===== src/hw/rtl/tdcp_pkg.sv =====
`timescale 1ns / 1ps

package tdcp_pkg;

   localparam int SLOT_W    = 5;
   localparam int HEAD_W    = 16;
   localparam int ENTRY_W   = 15;
   localparam int POS_W     = 4;
   localparam int RID_W     = 16;
   localparam int MSS_W     = 14;
   localparam int DEPTH_W   = 4;
   localparam int DPL_W     = 3;
   localparam int CSR_IDX_W = 2;
   localparam int CSR_DAT_W = 4;
   localparam int QDEPTH    = 4;
   localparam int QIDX_W    = $clog2(QDEPTH);
   localparam int QCNT_W    = $clog2(QDEPTH + 1);

   localparam logic ACT_DOORBELL   = 1'b0;
   localparam logic ACT_DESCRIPTOR = 1'b1;

   localparam logic [CSR_IDX_W-1:0] CSR_LLQ_MODE         = 2'd0;
   localparam logic [CSR_IDX_W-1:0] CSR_DEPTH_LOG2       = 2'd1;
   localparam logic [CSR_IDX_W-1:0] CSR_DESCS_LINE_LOG2  = 2'd2;
   localparam logic [CSR_IDX_W-1:0] CSR_COMPLETION_READY = 2'd3;

   localparam logic [DPL_W-1:0] MAX_LINE_LOG2 = 3'd4;

   typedef enum logic [1:0] {
      KIND_FETCH   = 2'd0,
      KIND_DONE    = 2'd1,
      KIND_DISCARD = 2'd2,
      KIND_IDLE    = 2'd3
   } kind_type;

   typedef struct packed {
      logic              action;
      logic [HEAD_W-1:0] new_tail;
      logic              is_meta;
      logic              ext_ok;
      logic              is_first;
      logic              is_last;
      logic              wants_completion;
      logic [RID_W-1:0]  request_id;
      logic [MSS_W-1:0]  meta_mss;
   } req_type;

   typedef struct packed {
      kind_type           kind;
      logic [ENTRY_W-1:0] fetch_entry;
      logic [POS_W-1:0]   fetch_position;
      logic [SLOT_W-1:0]  buffer_count;
      logic [RID_W-1:0]   done_request_id;
      logic               completion_flag;
      logic [HEAD_W-1:0]  head_after;
      logic [MSS_W-1:0]   active_mss;
      logic               last_result;
   } rsp_type;

   typedef struct packed {
      logic push;
      logic two;
   } push_ctl_type;

   localparam rsp_type IDLE_RSP = '{kind: KIND_IDLE, default: '0};

endpackage


===== src/hw/rtl/tdcp_front.sv =====
`timescale 1ns / 1ps

module tdcp_front #(
   parameter int MAX_BUFFERS         = 19,
   parameter int SLOTS_BEFORE_HEADER = 2
) (
   input  logic                                clock,
   input  logic                                reset,
   input  logic                                accept,
   input  tdcp_pkg::req_type                   req,
   input  logic                                csr_we,
   input  logic [tdcp_pkg::CSR_IDX_W-1:0]      csr_index,
   input  logic [tdcp_pkg::CSR_DAT_W-1:0]      csr_wdata,
   output tdcp_pkg::push_ctl_type              push_ctl,
   output tdcp_pkg::rsp_type                   res0,
   output tdcp_pkg::rsp_type                   res1
);
   import tdcp_pkg::*;

   localparam logic [SLOT_W:0] SBH     = (SLOT_W+1)'(SLOTS_BEFORE_HEADER);
   localparam logic [SLOT_W:0] MAX_S   = (SLOT_W+1)'(MAX_BUFFERS);
   localparam logic [SLOT_W-1:0] MAX_B = SLOT_W'(MAX_BUFFERS);

   logic               llq_ff, cr_ff;
   logic [DEPTH_W-1:0] depth_ff;
   logic [DPL_W-1:0]   dpl_ff;

   logic [HEAD_W-1:0] head_ff, head_in, tail_ff, tail_in;
   logic [SLOT_W-1:0] slot_ff, slot_in, bufs_ff, bufs_in;
   logic              meta_ff, meta_in, first_comp_ff, first_comp_in, await_ff, await_in;
   logic [MSS_W-1:0]  pend_ff, pend_in, saved_ff, saved_in;
   logic [RID_W-1:0]  first_rid_ff, first_rid_in;

   logic [DPL_W-1:0]  pl;
   logic [SLOT_W:0]   slot_cur, slot_inc, used, line_cur, line_inc;
   logic [HEAD_W-1:0] avail, head_done;
   logic [HEAD_W-1:0] entry_mask;
   logic              inc_posted, clear, advance, discard;
   rsp_type           r0, r1;
   logic              two;

   function automatic logic [SLOT_W:0] line_of(input logic [SLOT_W:0] s,
                                               input logic [DPL_W-1:0] p);
      logic [SLOT_W:0] d;
      d = s - SBH;
      if (s < SBH) return '0;
      return (d >> p) + (SLOT_W+1)'(1);
   endfunction

   function automatic logic [POS_W-1:0] pos_of(input logic [SLOT_W:0] s,
                                              input logic [DPL_W-1:0] p);
      logic [SLOT_W:0] d;
      logic [SLOT_W:0] m;
      d = s - SBH;
      m = ((SLOT_W+1)'(1) << p) - (SLOT_W+1)'(1);
      if (s < SBH) return POS_W'(s);
      return POS_W'(d & m);
   endfunction

   function automatic rsp_type fetch_res(input logic [HEAD_W-1:0] base,
                                         input logic [SLOT_W:0] off,
                                         input logic [POS_W-1:0] pos,
                                         input logic [HEAD_W-1:0] mask);
      rsp_type r;
      r = '0;
      r.kind           = KIND_FETCH;
      r.fetch_entry    = ENTRY_W'((base + HEAD_W'(off)) & mask);
      r.fetch_position = pos;
      return r;
   endfunction

   assign pl         = (dpl_ff > MAX_LINE_LOG2) ? MAX_LINE_LOG2 : dpl_ff;
   assign entry_mask = HEAD_W'(((HEAD_W+1)'(1) << depth_ff) - (HEAD_W+1)'(1));
   assign slot_cur   = {1'b0, slot_ff};
   assign slot_inc   = slot_cur + (SLOT_W+1)'(1);
   assign line_cur   = line_of(slot_cur, pl);
   assign line_inc   = line_of(slot_inc, pl);
   assign avail      = tail_ff - head_ff;
   assign inc_posted = HEAD_W'(llq_ff ? line_inc : slot_inc) < avail;
   assign used       = (llq_ff ? line_cur : slot_cur) + (SLOT_W+1)'(1);
   assign head_done  = head_ff + HEAD_W'(used);

   always_comb begin
      head_in       = head_ff;
      tail_in       = tail_ff;
      slot_in       = slot_ff;
      bufs_in       = bufs_ff;
      meta_in       = meta_ff;
      pend_in       = pend_ff;
      saved_in      = saved_ff;
      first_rid_in  = first_rid_ff;
      first_comp_in = first_comp_ff;
      await_in      = await_ff;
      r0            = IDLE_RSP;
      r1            = IDLE_RSP;
      two           = 1'b0;
      clear         = 1'b0;
      advance       = 1'b0;
      discard       = 1'b0;
      if (req.action == ACT_DOORBELL) begin
         tail_in  = req.new_tail;
         clear    = 1'b1;
         await_in = 1'b0;
         if (cr_ff && head_ff != req.new_tail) begin
            r0       = fetch_res(head_ff, '0, '0, entry_mask);
            await_in = 1'b1;
         end
      end else if (await_ff) begin
         await_in = 1'b0;
         priority if (req.is_meta) begin
            if (slot_ff != '0 || !req.ext_ok) begin
               discard = 1'b1;
            end else begin
               meta_in = 1'b1;
               pend_in = req.meta_mss;
               advance = 1'b1;
            end
         end else if (bufs_ff == '0 && !meta_ff && !req.is_first) begin
            discard = 1'b1;
         end else if (bufs_ff >= MAX_B) begin
            discard = 1'b1;
         end else begin
            if (bufs_ff == '0) begin
               first_rid_in  = req.request_id;
               first_comp_in = req.wants_completion;
            end
            bufs_in = bufs_ff + SLOT_W'(1);
            if (req.is_last) begin
               // packet closes: report it, then start on the next one if posted
               if (meta_ff) saved_in = pend_ff;
               head_in            = head_done;
               r0.kind            = KIND_DONE;
               r0.buffer_count    = bufs_ff + SLOT_W'(1);
               r0.done_request_id = (bufs_ff == '0) ? req.request_id : first_rid_ff;
               r0.completion_flag = (bufs_ff == '0) ? req.wants_completion
                                                    : first_comp_ff;
               r0.head_after      = head_done;
               r0.active_mss      = meta_ff ? pend_ff : saved_ff;
               clear              = 1'b1;
               if (head_done != tail_ff) begin
                  r1       = fetch_res(head_done, '0, '0, entry_mask);
                  two      = 1'b1;
                  await_in = 1'b1;
               end
            end else begin
               advance = 1'b1;
            end
         end
         if (advance) begin
            slot_in = slot_inc[SLOT_W-1:0];
            if (slot_inc > MAX_S || !inc_posted) begin
               discard = 1'b1;
            end else begin
               r0 = llq_ff ? fetch_res(head_ff, line_inc, pos_of(slot_inc, pl), entry_mask)
                           : fetch_res(head_ff, slot_inc, '0, entry_mask);
               await_in = 1'b1;
            end
         end
         if (discard) begin
            head_in       = tail_ff;
            clear         = 1'b1;
            await_in      = 1'b0;
            r0            = '0;
            r0.kind       = KIND_DISCARD;
            r0.head_after = tail_ff;
         end
      end
      if (clear) begin
         slot_in       = '0;
         bufs_in       = '0;
         meta_in       = 1'b0;
         pend_in       = '0;
         first_rid_in  = '0;
         first_comp_in = 1'b0;
      end
      if (two) r1.last_result = 1'b1;
      else     r0.last_result = 1'b1;
   end

   assign push_ctl.push = accept;
   assign push_ctl.two  = two;
   assign res0          = r0;
   assign res1          = r1;

   always_ff @(posedge clock) begin
      if (reset) begin
         llq_ff        <= 1'b0;
         depth_ff      <= DEPTH_W'(10);
         dpl_ff        <= DPL_W'(3);
         cr_ff         <= 1'b0;
         head_ff       <= '0;
         tail_ff       <= '0;
         slot_ff       <= '0;
         bufs_ff       <= '0;
         meta_ff       <= 1'b0;
         pend_ff       <= '0;
         saved_ff      <= '0;
         first_rid_ff  <= '0;
         first_comp_ff <= 1'b0;
         await_ff      <= 1'b0;
      end else begin
         if (csr_we) begin
            unique case (csr_index)
               CSR_LLQ_MODE:         llq_ff   <= csr_wdata[0];
               CSR_DEPTH_LOG2:       depth_ff <= csr_wdata[DEPTH_W-1:0];
               CSR_DESCS_LINE_LOG2:  dpl_ff   <= csr_wdata[DPL_W-1:0];
               CSR_COMPLETION_READY: cr_ff    <= csr_wdata[0];
               default: ;
            endcase
         end
         if (accept) begin
            head_ff       <= head_in;
            tail_ff       <= tail_in;
            slot_ff       <= slot_in;
            bufs_ff       <= bufs_in;
            meta_ff       <= meta_in;
            pend_ff       <= pend_in;
            saved_ff      <= saved_in;
            first_rid_ff  <= first_rid_in;
            first_comp_ff <= first_comp_in;
            await_ff      <= await_in;
         end
      end
   end

endmodule


===== src/hw/rtl/tdcp_queue.sv =====
`timescale 1ns / 1ps

module tdcp_queue (
   input  logic                   clock,
   input  logic                   reset,
   input  tdcp_pkg::push_ctl_type push_ctl,
   input  tdcp_pkg::rsp_type      res0,
   input  tdcp_pkg::rsp_type      res1,
   output logic                   room,
   output logic                   rsp_valid,
   input  logic                   rsp_stall,
   output tdcp_pkg::rsp_type      rsp_data
);
   import tdcp_pkg::*;

   rsp_type           mem [QDEPTH];
   logic [QIDX_W-1:0] wr_ff, rd_ff;
   logic [QCNT_W-1:0] count_ff;
   logic              pop;
   logic [QCNT_W-1:0] n_push;

   assign pop       = rsp_valid && !rsp_stall;
   assign n_push    = push_ctl.push ? (push_ctl.two ? QCNT_W'(2) : QCNT_W'(1)) : '0;
   assign rsp_valid = count_ff != '0;
   assign rsp_data  = mem[rd_ff];
   // two free entries are needed since one item can cause two results
   assign room      = count_ff <= QCNT_W'(QDEPTH - 2);

   always_ff @(posedge clock) begin
      if (push_ctl.push) begin
         mem[wr_ff] <= res0;
         if (push_ctl.two) mem[wr_ff + QIDX_W'(1)] <= res1;
      end
   end

   always_ff @(posedge clock) begin
      if (reset) begin
         wr_ff    <= '0;
         rd_ff    <= '0;
         count_ff <= '0;
      end else begin
         wr_ff    <= wr_ff + QIDX_W'(n_push);
         if (pop) rd_ff <= rd_ff + QIDX_W'(1);
         count_ff <= count_ff + n_push - (pop ? QCNT_W'(1) : QCNT_W'(0));
      end
   end

endmodule


===== src/hw/rtl/tx_descriptor_chain_parser_core.sv =====
`timescale 1ns / 1ps

// Transmit submission-queue walker. Doorbells set the tail; fetched descriptors
// are checked and each transfer on the req_ side gives one or two rsp_ transfers
// (fetch request, packet done, burst discarded or idle, last_result marks the
// final one). An item is decided in the cycle it is accepted and its results
// appear on rsp_ in queue order. The front takes one item per cycle as long
// as the four-entry result queue has two free entries; the single result port
// drains one result per cycle while rsp_stall is low, so items that cause two
// results set the pace. Configuration writes take effect at the next clock edge.
module tx_descriptor_chain_parser_core #(
   parameter int MAX_BUFFERS         = 19,
   parameter int SLOTS_BEFORE_HEADER = 2
) (
   input  logic                           clock,
   input  logic                           reset,
   input  logic                           req_valid,
   output logic                           req_stall,
   input  tdcp_pkg::req_type              req_data,
   output logic                           rsp_valid,
   input  logic                           rsp_stall,
   output tdcp_pkg::rsp_type              rsp_data,
   input  logic                           csr_we,
   input  logic [tdcp_pkg::CSR_IDX_W-1:0] csr_index,
   input  logic [tdcp_pkg::CSR_DAT_W-1:0] csr_wdata
);
   import tdcp_pkg::*;

   push_ctl_type push_ctl;
   rsp_type      res0, res1;
   logic         room;
   logic         accept;

   assign req_stall = !room;
   assign accept    = req_valid && room;

   tdcp_front #(
      .MAX_BUFFERS         (MAX_BUFFERS),
      .SLOTS_BEFORE_HEADER (SLOTS_BEFORE_HEADER)
   ) u_front (
      .clock     (clock),
      .reset     (reset),
      .accept    (accept),
      .req       (req_data),
      .csr_we    (csr_we),
      .csr_index (csr_index),
      .csr_wdata (csr_wdata),
      .push_ctl  (push_ctl),
      .res0      (res0),
      .res1      (res1)
   );

   tdcp_queue u_queue (
      .clock     (clock),
      .reset     (reset),
      .push_ctl  (push_ctl),
      .res0      (res0),
      .res1      (res1),
      .room      (room),
      .rsp_valid (rsp_valid),
      .rsp_stall (rsp_stall),
      .rsp_data  (rsp_data)
   );

endmodule


===== config.mk =====
export PLATFORM = sky130hd
export DESIGN_NAME = tx_descriptor_chain_parser_core
export DESIGN_NICKNAME = d
export VERILOG_FILES = /design/src/hw/rtl/tdcp_pkg.sv /design/src/hw/rtl/tdcp_front.sv /design/src/hw/rtl/tdcp_queue.sv /design/src/hw/rtl/tx_descriptor_chain_parser_core.sv
export SDC_FILE = /design/constraint.sdc
export NUM_CORES = 1
export LEC_CHECK = 0
export ABC_AREA = 1
export BUFFER_PORTS_ARGS = -buffer_cell sky130_fd_sc_hd__buf_2
export CORE_ASPECT_RATIO = 1.2
export CORE_UTILIZATION = 40
export CTS_CLUSTER_DIAMETER = 120
export CTS_CLUSTER_SIZE = 24
export DETAILED_ROUTE_END_ITERATION = 6
export PLACE_DENSITY = 0.64
export SLEW_MARGIN = 10
export SYNTH_ARGS = -nofsm -noshare
export SYNTH_HDL_FRONTEND = slang
export SYNTH_SLANG_ARGS = --single-unit

===== constraint.sdc =====
create_clock -name clock -period 11.8 [get_ports clock]
set_clock_uncertainty 0.2 [all_clocks]
set_input_delay 1.18 -clock clock [delete_from_list [all_inputs] [get_ports clock]]
set_output_delay 1.18 -clock clock [all_outputs]
set_load 0.005 [all_outputs]

Yosys cells after proc, flatten, opt, wreduce, memory -nomap -nowiden
Memory sizes are Yosys's and may differ from the RTL's. A register that Yosys moved wholly into a read port is not among the register bits.
Index checks and enable logic that the tools add are counted.
{"block": "word_totals", "register_bits": 105, "ram_bits": 296, "inputBits": 63, "out_inout_bits": 76, "wordCells": 224, "memories": 1}
{"block": "classes", "addsub": 18, "order_cmp": 7, "n_eq_ne": 12, "shifts": 4, "mux": 124, "bitwise_logic": 9, "n_reduce_logical": 32}
{"memory": "u_queue.mem", "words": 4, "width": 74, "rd": 1, "rd_clocked_by_memory_dff": 1, "write_ports": 2, "line": "tdcp_queue.sv:16", "source": "rsp_type mem [QDEPTH];"}
{"op": "$mux W74", "count": 13}
{"op": "$mux W52", "count": 4}
{"op": "$mux W16", "count": 12}
{"op": "$mux W14", "count": 6}
{"op": "$mux W72", "count": 1}
{"op": "$mux W1", "count": 61}
{"op": "$and A15 B15 Y15", "count": 4}
{"op": "$mux W5", "count": 10}
{"op": "$mux W6", "count": 6}
{"op": "$ne A16 B16 Y1", "count": 2}
{"op": "$add A15 B6 Y15", "count": 2}
{"op": "$add A6 B1 Y6 const B", "count": 3}
{"op": "$add A16 B6 Y16", "count": 1}
{"op": "$lt A16 B16 Y1", "count": 1}
{"op": "$sub A16 B16 Y16", "count": 1}
{"op": "$shl A1 B4 Y15 const A", "count": 1}
{"op": "$sub A15 B2 Y15 const B", "count": 1}
{"op": "$mux W2", "count": 7}
{"op": "$reduce_and A7 Y1", "count": 2}
{"op": "$shr A6 B3 Y6", "count": 2}
{"op": "$ne A2 B1 Y1 const B", "count": 5}
{"op": "$reduce_and A2 Y1", "count": 5}
{"op": "$reduce_bool A2 Y1", "count": 5}
{"op": "$mux W4", "count": 2}
{"op": "32 further kinds", "count": 49}

Depth between registers and ports, before layout
Gate-level depths: netlist of run 1.
{"block": "depth", "depth_word": 21, "depth_mapped": 46}

By module
From an unflattened synthesis of run 1, not the netlist that was laid out.
{"block": "unflattened", "hier_cells": 2994, "hier_area_um2": 23742.8}
{"mod": "tdcp_queue", "instances": 1, "cells_each": 1522, "area_each_um2": 14597.8, "seq_area_each_um2": 9068.7}
{"mod": "tdcp_front", "instances": 1, "cells_each": 1469, "area_each_um2": 9133.8, "seq_area_each_um2": 1961.9}
{"mod": "tx_descriptor_chain_parser_core", "instances": 1, "cells_each": 3, "area_each_um2": 11.3, "seq_area_each_um2": 0.0}

Worst setup path before layout of run 1
OpenSTA, ideal clock, no wires.
{"block": "synth_timing", "path_kind": "register to register", "from": "register u_front.slot_ff[1]", "to": "register u_queue.count_ff[2]", "setup_ns": 0.128, "arrival_ns": 5.565, "slack_ns": 5.907, "path_stages_with_launch": 45, "path_buffers": 1, "path_cell_list": "dfxtp_1 -> inv_1 -> ha_1 -> xnor2_1 -> nand2_1 -> nand2_1 -> nor2_1 -> a221oi_1 -> inv_1 -> ha_1 -> inv_1 -> nor2_1 -> o32ai_1 -> nand2_1 -> nor2_1 -> xnor2_1 -> inv_1 -> ha_1 -> [... 9 more ...] -> xor2_1 -> inv_1 -> nand2_1 -> nand3_1 -> nor2_2 -> nand3_2 -> buf_6 -> nand2_1 -> nor2_4 -> inv_1 -> nand2_1 -> inv_1 -> ha_1 -> inv_1 -> fa_1 -> xor2_1 -> inv_1 -> nor2_1"}
{"block": "synth_via", "elab_chain_len": 19, "elab_cells_between_ends": 21, "classes_between": "add/sub: 6; order compare: 1; eq/ne: 1; shift: 1; mux: 12"}
{"element": "start: declaration", "line": "tdcp_front.sv:29", "source": "logic [SLOT_W-1:0] slot_ff, slot_in, bufs_ff, bufs_in;"}
{"element": "start signal: assignment", "line": "tdcp_front.sv:214", "source": "slot_ff <= slot_in;"}
{"element": "$sub A5 B2 Y6", "line": "tdcp_front.sv:45", "source": "d = s - SBH;"}
{"element": "$shr A6 B3 Y6", "line": "tdcp_front.sv:47", "source": "return (d >> p) + (SLOT_W+1)'(1);"}
{"element": "$add A6 B1 Y6", "line": "tdcp_front.sv:47"}
{"element": "$mux W6", "line": "tdcp_front.sv:47"}
{"element": "$mux W6 (*)", "line": "tdcp_front.sv:80", "source": "assign used = (llq_ff ? line_cur : slot_cur) + (SLOT_W+1)'(1);"}
{"element": "$add A6 B1 Y6 (*)", "line": "tdcp_front.sv:80"}
{"element": "$add A16 B6 Y16 (*)", "line": "tdcp_front.sv:81", "source": "assign head_done = head_ff + HEAD_W'(used);"}
{"element": "$ne A16 B16 Y1 (*)", "line": "tdcp_front.sv:140", "source": "if (head_done != tail_ff) begin"}
{"element": "[... 3 more ...]"}
{"element": "$mux W1 (*)", "line": "tdcp_front.sv:118", "source": "end else if (bufs_ff == '0 && !meta_ff && !req.is_first) begin"}
{"element": "$mux W1 (*)", "line": "tdcp_front.sv:110", "source": "priority if (req.is_meta) begin"}
{"element": "$mux W1 (*)", "line": "tdcp_front.sv:108", "source": "end else if (await_ff) begin"}
{"element": "$mux W1 (*)", "line": "tdcp_front.sv:100", "source": "if (req.action == ACT_DOORBELL) begin"}
{"element": "$mux W2 (*)", "line": "tdcp_queue.sv:23", "source": "assign n_push = push_ctl.push ? (push_ctl.two ? QCNT_W'(2) : QCNT_W'(1)) : '0;"}
{"element": "$mux W3 (*)", "line": "tdcp_queue.sv:23"}
{"element": "$add A3 B3 Y3 (*)", "line": "tdcp_queue.sv:44", "source": "count_ff <= count_ff + n_push - (pop ? QCNT_W'(1) : QCNT_W'(0));"}
{"element": "$sub A3 B3 Y3 (*)", "line": "tdcp_queue.sv:44"}
{"element": "end signal: assignment", "line": "tdcp_queue.sv:44"}
{"element": "end: declaration", "line": "tdcp_queue.sv:18", "source": "logic [QCNT_W-1:0] count_ff;"}
Every way passes the cells marked *; elsewhere a longest branch is shown, timed or not.
A chain may end at the register's enable or synchronous reset.

==> flow_summary.json, run 1 <==
{
  "worstSetupPathType": "flip-flop to flip-flop",
  "die-area_mm2": 0.05395,
  "final_net_count": 3049,
  "placementRows": 92,
  "ys_ff_latch": 403,
  "ys_seq_area_share_pct": 41.44,
  "io_pins": 139,
  "cap_violations": 0,
  "multi_input_area_mm2": 0.01028,
  "netlist_instances": 2915,
  "die_width_um": 212.2,
  "avgSynthCellArea_um2": 7.276,
  "insertion_delay_ps": 570,
  "clkTransAtPathRegs_ps": 90,
  "ir_drop_uv": 90.22,
  "worst_slew_pin_slew_ps": 1232,
  "yosys-top-cells-area": "dfxtp_1, edfxtp_1, nand2_1",
  "synth_compound_area_share_pct": 19.42,
  "cts_tree": "yes",
  "synth_edf_count": 72,
  "max_slew_margin_pct": 17.62,
  "post_dp_cell_area_mm2": 0.02212,
  "first_iter_violations": 2119,
  "status": "finished clean",
  "wl_per_cell_um": 18.35,
  "worstPathArrival_ps": 7560,
  "routed_wl_mm": 66.91,
  "synth_area_mm2": 0.02121,
  "max_freq_mhz": 137.8,
  "dp_hpwl_mm": 45.28,
  "fin_setup_tns_ps": 0,
  "syn_nets": 3029,
  "crit_fanout": 56,
  "crit_top_cell": "nand2_1",
  "hold_violations": 0,
  "synthAdderAreaFrac_pct": 3.150,
  "final_cells": 3647,
  "yosys.area_share.simple_pct": 22.61,
  "async_reset_ff_share_pct": 0,
  "grtUsageTotal_pct": 24.34,
  "ff_latch_area_mm2": 0.008793,
  "finalPower_w": 0.003224,
  "period_minus_slack_ps": 7255,
  "clockBufferDepth": 3,
  "drive_above_1_share_pct": 9.857,
  "setup_viol": 0,
  "p_per_area_mw_per_mm2": 142.0,
  "areaGrowthSynthToFinish_pct": 7.073,
  "drc": 0,
  "startpoint_type": "flip-flop",
  "synth-xor-area-share_pct": 2.596,
  "antenna_left": 0,
  "cp.required_ps": 12110,
  "placed_cells": 3617,
  "synth_top_area_share_pct": 31.24,
  "drv_slew": 0,
  "whs_ps": 254.4,
  "synth_ff_type": "dfxtp_1",
  "rsz0062_at_grt": "no",
  "synth_cell_types": 61,
  "hold_buffers": 0,
  "cts_resized": 0,
  "finalInstanceArea_mm2": 0.02271,
  "crit_slowest_cell": "nand2_1",
  "synth.area.mux_share_pct": 0.6607,
  "grt_max_degree": 91,
  "start_util_pct": 40.41,
  "root_buffer": "clkbuf_16",
  "grt_pass1_wl_mm": 102.4,
  "antenna_found_initial": 5,
  "port_buffers": 138,
  "grt_overflow_total": 0,
  "rrSetupSlack_ps": 4550,
  "core_area_mm2": 0.05249,
  "vias": 19620,
  "die_height_um": 254.2,
  "gp_congestion": 0.9163,
  "antenna_cells": 0,
  "via_per_inst": 5.379,
  "post_cts_buffers": 0,
  "hold_class": "flip-flop to flip-flop",
  "p_leak_nw": 10.08,
  "yosysTopAreaCell": "dfxtp_1",
  "cpPeakStageDelay_ps": 620,
  "synth_top_family_by_area": "simple AND/OR/NAND/NOR gates",
  "n_fill_cell": 5532,
  "yosys_warnings": 0,
  "drt_pass1_iterations": 6,
  "cp-end-kind": "flip-flop",
  "finalCritPeriodShare_pct": 61.48,
  "grt_pass1_vias": 17820,
  "cts_sinks": 403,
  "numCtsBuffers": 21,
  "htree_levels": 1
}
==> layer usage <==
metal / wire (µm) / part of all wire (%) / vias up / track usage [%]
met3: 4230 / 6.3 / 129 / 2.808
met5: 44 / 0.066 / - / 0
met1: 29850 / 45 / 9201 / 33.67
met4: 2443 / 3.7 / 6 / 9.172
li1: - / - / 9636 / -
met2: 30340 / 45 / 644 / 38.78
==> metrics by stage <==
step / setup slack (ps) / util (%)
final: 4545 / 43.26
after global routing: 3748 / 43.26
after CTS: 4632 / 43.26
after detailed placement: 4638 / 42.15
after global placement: 4845 / 42.15
after floorplan: 5907 / -
==> where the power goes <==
group	switching [W]	leakage, nW	internal (W)	total [W]
registers	0.0000477	3.35	0.00145	0.00150
logic	0.000640	6.44	0.000278	0.000918
clock network	0.000473	0.286	0.000335	0.000809
total	0.00116	10.1	0.00206	0.00322
==> cells by family after synthesis <==
family                     count (synthesis)
muxes                                     14
DFF                                      403
AOI/OAI and AO/OA                        724
xor gates and xnor gates                  62
and+or+nand+nor                         1150
buffers and inverters                    511
adders and majority gates                 51
==> critical path: cells and delay by family, from the launching register on <==
family | cells | cell delay (ps)
simple gates | 20 | 2870
flops | 1 | 400
fa+ha+maj | 3 | 800
xor+xnor | 3 | 550
buf+inv | 8 | 1280
compound gates | 4 | 1040
==> path summary, 6_finish.rpt <==
check | from | end | cells past startpoint
worst max register to register | u_front.slot_ff[1] | u_queue.mem[3][31] | 38
worst min-delay path | u_queue.mem[1][22] | u_queue.mem[1][22] | 2
worst min register to register | u_queue.mem[1][22] | u_queue.mem[1][22] | 2
worst max-delay path | u_front.slot_ff[1] | u_queue.mem[3][31] | 38
==> cells in the final DEF (no fill, tap or decap), drive strengths merged <==
cell     Yosys  routed
a31oi       19      19
and2         1       1
fa           4       4
nand3b       1       1
xnor2       22      22
o21a         2       2
clkinv       5       6
buf         48     161
o221ai       1       1
o21ai      301     301
clkbuf     116      26
nor3        28      28
nor4         5       5
a32o         2       2
o32ai        7       7
o211ai       7       7
nand4       54      54
o41ai        1       1
nor2       419     419
nor3b        1       1
inv        342     345
nand3       89      89
a21o         4       4
a32oi        1       1
dfxtp      331     331
or2          8       8
ha          47      47
o22ai      103     103
mux2i       14      14
o31ai        5       5
a221oi       2       2
o2bb2ai      1       1
o2111ai      1       1
nand2      543     543
a21boi       2       2
a211oi      14      14
edfxtp      72      72
xor2        40      40
or4          1       1
a21oi      251     251
==> synth_stat cells, types with 12 or more instances <==
cell type and instances:
inv_1 327, o21ai_1 21, a21oi_1 203, o22ai_1 103
edfxtp_1 72, buf_2 17, mux2i_1 14, nor3_1 28
a21oi_2 47, clkbuf_1 115, xor2_1 39, xnor2_1 22
a31oi_1 19, nand3_1 81, inv_2 14, o21ai_0 278
a211oi_1 14, nor2_1 410, ha_1 47, dfxtp_1 331
nand4_1 53, buf_4 12, nand2_1 536
==> final cells by class <==
type	count	area share, %
Sequential cell	403	38.72
Timing Repair Buffer	161	3.802
Clock inverter	4	0.1818
Tap cell	705	3.884
Inverter	347	5.758
Clock buffer	26	2.397
Multi-Input combinational cell	2001	45.26
==> state kept, by name (all words and copies together), names as in the netlist, 3 cells and up, named ones only <==
| signal | cells |
|---|---|
| u_queue.mem | 296 |
| u_front.first_rid_ff | 16 |
| u_front.head_ff | 16 |
| u_front.tail_ff | 16 |
| u_front.pend_ff | 14 |
| u_front.saved_ff | 14 |
| u_front.bufs_ff | 5 |
| u_front.slot_ff | 5 |
| u_front.depth_ff | 4 |
| u_front.dpl_ff | 3 |
| u_queue.count_ff | 3 |
(Power assumes the default switching activity.)
==> run 2: changes to the inputs <==
--- a/config.mk
+++ b/config.mk
@@ -12,7 +12,7 @@
 export CTS_CLUSTER_DIAMETER = 120
 export CTS_CLUSTER_SIZE = 24
 export DETAILED_ROUTE_END_ITERATION = 6
-export PLACE_DENSITY = 0.64
+export PLACE_DENSITY = 0.66
 export SLEW_MARGIN = 10
 export SYNTH_ARGS = -nofsm -noshare
 export SYNTH_HDL_FRONTEND = slang
==> constraint.sdc (replaced) <==
create_clock -name clock -period 5.85 [get_ports clock]
set_clock_uncertainty 0.2 [all_clocks]
set_input_delay 0.585 -clock clock [delete_from_list [all_inputs] [get_ports clock]]
set_output_delay 0.585 -clock clock [all_outputs]
set_load 0.005 [all_outputs]
==> flow_summary.json, run 2 (synthesized netlist as in run 1, its figures left out) <==
{
  "status": "finished clean",
  "layout_commonest_cell": "nand2_1",
  "crit_top_cell": "nand2_1",
  "post-route-util_pct": 44.79,
  "post_dp_cell_area_mm2": 0.02266,
  "finalInstanceArea_mm2": 0.02351,
  "drc": 0,
  "routed_wl_mm": 67.82,
  "cts_tree": "yes",
  "grt_pass1_vias": 17980,
  "start_util_pct": 40.41,
  "die_width_um": 212.2,
  "worst_slew_pin_slew_ps": 1102,
  "worstPathArrival_ps": 5830,
  "via_per_inst": 5.373,
  "first_iter_violations": 1853,
  "die_height_um": 254.2,
  "htree_levels": 1,
  "drv_slew": 0,
  "cp-end-kind": "flip-flop",
  "clkTransAtPathRegs_ps": 110,
  "clockPowerShare_pct": 24.7,
  "largest_reg_flops": 296,
  "worstSetupPathType": "flip-flop to flip-flop",
  "cap_violations": 0,
  "root_buffer": "clkbuf_16",
  "final_cell_mix": "nand2_1, nor2_1, dfxtp_1, inv_1, o21ai_0",
  "whs_ps": 76.18,
  "drive_above_1_share_pct": 13.14,
  "cts_sinks": 403,
  "grtUsageTotal_pct": 24.30,
  "comb_power_share_pct": 30.0,
  "finalCritPeriodShare_pct": 95.52,
  "crit_slowest_cell": "fa_2",
  "max_freq_mhz": 179.0,
  "dp_hpwl_mm": 46.29,
  "core_area_mm2": 0.05249,
  "antenna_left": 0,
  "ir_drop_uv": 254.8,
  "port_buffers": 138,
  "die-area_mm2": 0.05395,
  "vias": 19990,
  "placementRows": 92,
  "crit-reg2reg-launch": "u_front.slot_ff[2]",
  "cpPeakStageDelay_ps": 380,
  "p_per_area_mw_per_mm2": 280.9,
  "reg2reg_to": "u_queue.count_ff[2]",
  "crit_start": "u_front.slot_ff[2]",
  "p_sw_w": 0.002373,
  "crit_fanout": 10,
  "crit_end": "u_queue.count_ff[2]",
  "period_minus_slack_ps": 5588,
  "power_frac_seq_pct": 45.3,
  "rrSetupSlack_ps": 260,
  "hold_class": "input port to flip-flop",
  "r2r_cells": 40,
  "startpoint_type": "flip-flop",
  "max_slew_margin_pct": 25.99,
  "insertion_delay_ps": 570,
  "numCtsBuffers": 21,
  "p_sw_share_pct": 35.94,
  "min_path_cells": 3,
  "antenna_found_initial": 2,
  "p_leak_nw": 10.49,
  "hold_buffers": 0,
  "setup_viol": 0,
  "grt_overflow_total": 0,
  "intPower_w": 0.004230,
  "grt_max_degree": 104,
  "final_net_count": 3119,
  "fin_ws_ps": 261.9,
  "io_pins": 139,
  "regMostFlops": "u_queue.mem",
  "hold_violations": 0,
  "cp.required_ps": 6090,
  "gp_congestion": 0.9388,
  "drt_pass1_iterations": 5,
  "clockBufferDepth": 3,
  "wl_per_cell_um": 18.23,
  "areaGrowthSynthToFinish_pct": 10.85,
  "grt_pass1_wl_mm": 102.8,
  "preCtsSetupSlack_ps": 44.41
}
-- run 2: cell count changes in the layout (fill, tap and decap cells not counted), sizes merged --
| cell | change |
|---|---|
| buf | +70 |
| inv | -1 |
| clkbuf | +1 |
| diode | +2 |
| clkinvlp | +1 |
-- run 2: metal layers --
metal | vias to the layer above | part of all wire [%] | GRT usage (%)
li1 | 9780 | - | -
met4 | 0 | 3.5 | 9.151
met2 | 683 | 46 | 39.78
met3 | 115 | 6.2 | 1.921
met1 | 9411 | 44 | 33.30
met5 | - | 0 | 0
-- run 2: power by group through the flow --
stage                     logic (W)  clock network [W]  registers, W
final                       0.00198            0.00163       0.00299
after global placement      0.00193                  0       0.00306
after floorplan             0.00125                  0       0.00302
after CTS                   0.00195            0.00166       0.00299
after global routing        0.00216            0.00175       0.00301
after detailed placement    0.00195                  0       0.00306
-- run 2: layout make-up --
cell class              count  area (µm²)
multi-input cells        2001       10460
clock inverters             4       43.79
flip-flops and latches    403        8801
repair buffers            231        1468
fillers                  5450       28980
inverters                 347        1308
diodes                      2       5.005
well taps                 705       882.1
clock buffers              27       548.0
-- run 2: worst min path at each step --
stage | startpoint | end | slack [ps]
finish | csr_wdata[3] | u_front.depth_ff[3] | 80
global route | csr_wdata[1] | u_front.dpl_ff[1] | 90
CTS | csr_wdata[3] | u_front.depth_ff[3] | 60
detailed placement | u_queue.mem[1][42] | u_queue.mem[1][42] | 230
global placement | u_queue.mem[1][10] | u_queue.mem[1][10] | 230
floorplan | u_queue.mem[1][10] | u_queue.mem[1][10] | 220
-- run 2: through the flow --
stage               total power [W]  setup TNS [ps]  cells
global route               0.006920          -109.0   3720
finish                     0.006604               0   3720
detailed placement         0.005005               0   3678
floorplan                  0.004269               0   2915
global placement           0.004989               0   3678
CTS                        0.006609               0   3709
-- run 2: timing repair --
action	in CTS	in global routing
gates resized for setup	0	45
setup buffers	0	9
endpoints found under the setup margin	0	345
-- run 2: worst max-delay path: cells and delay by family, from the launching register on --
| family | cells | cell delay [ps] |
|---|---|---|
| AOI/OAI and AO/OA | 3 | 700 |
| xor gates and xnor gates | 4 | 690 |
| adders and majority gates | 5 | 1250 |
| buffers and inverters | 8 | 640 |
| DFF | 1 | 340 |
| and+or+nand+nor | 20 | 1670 |
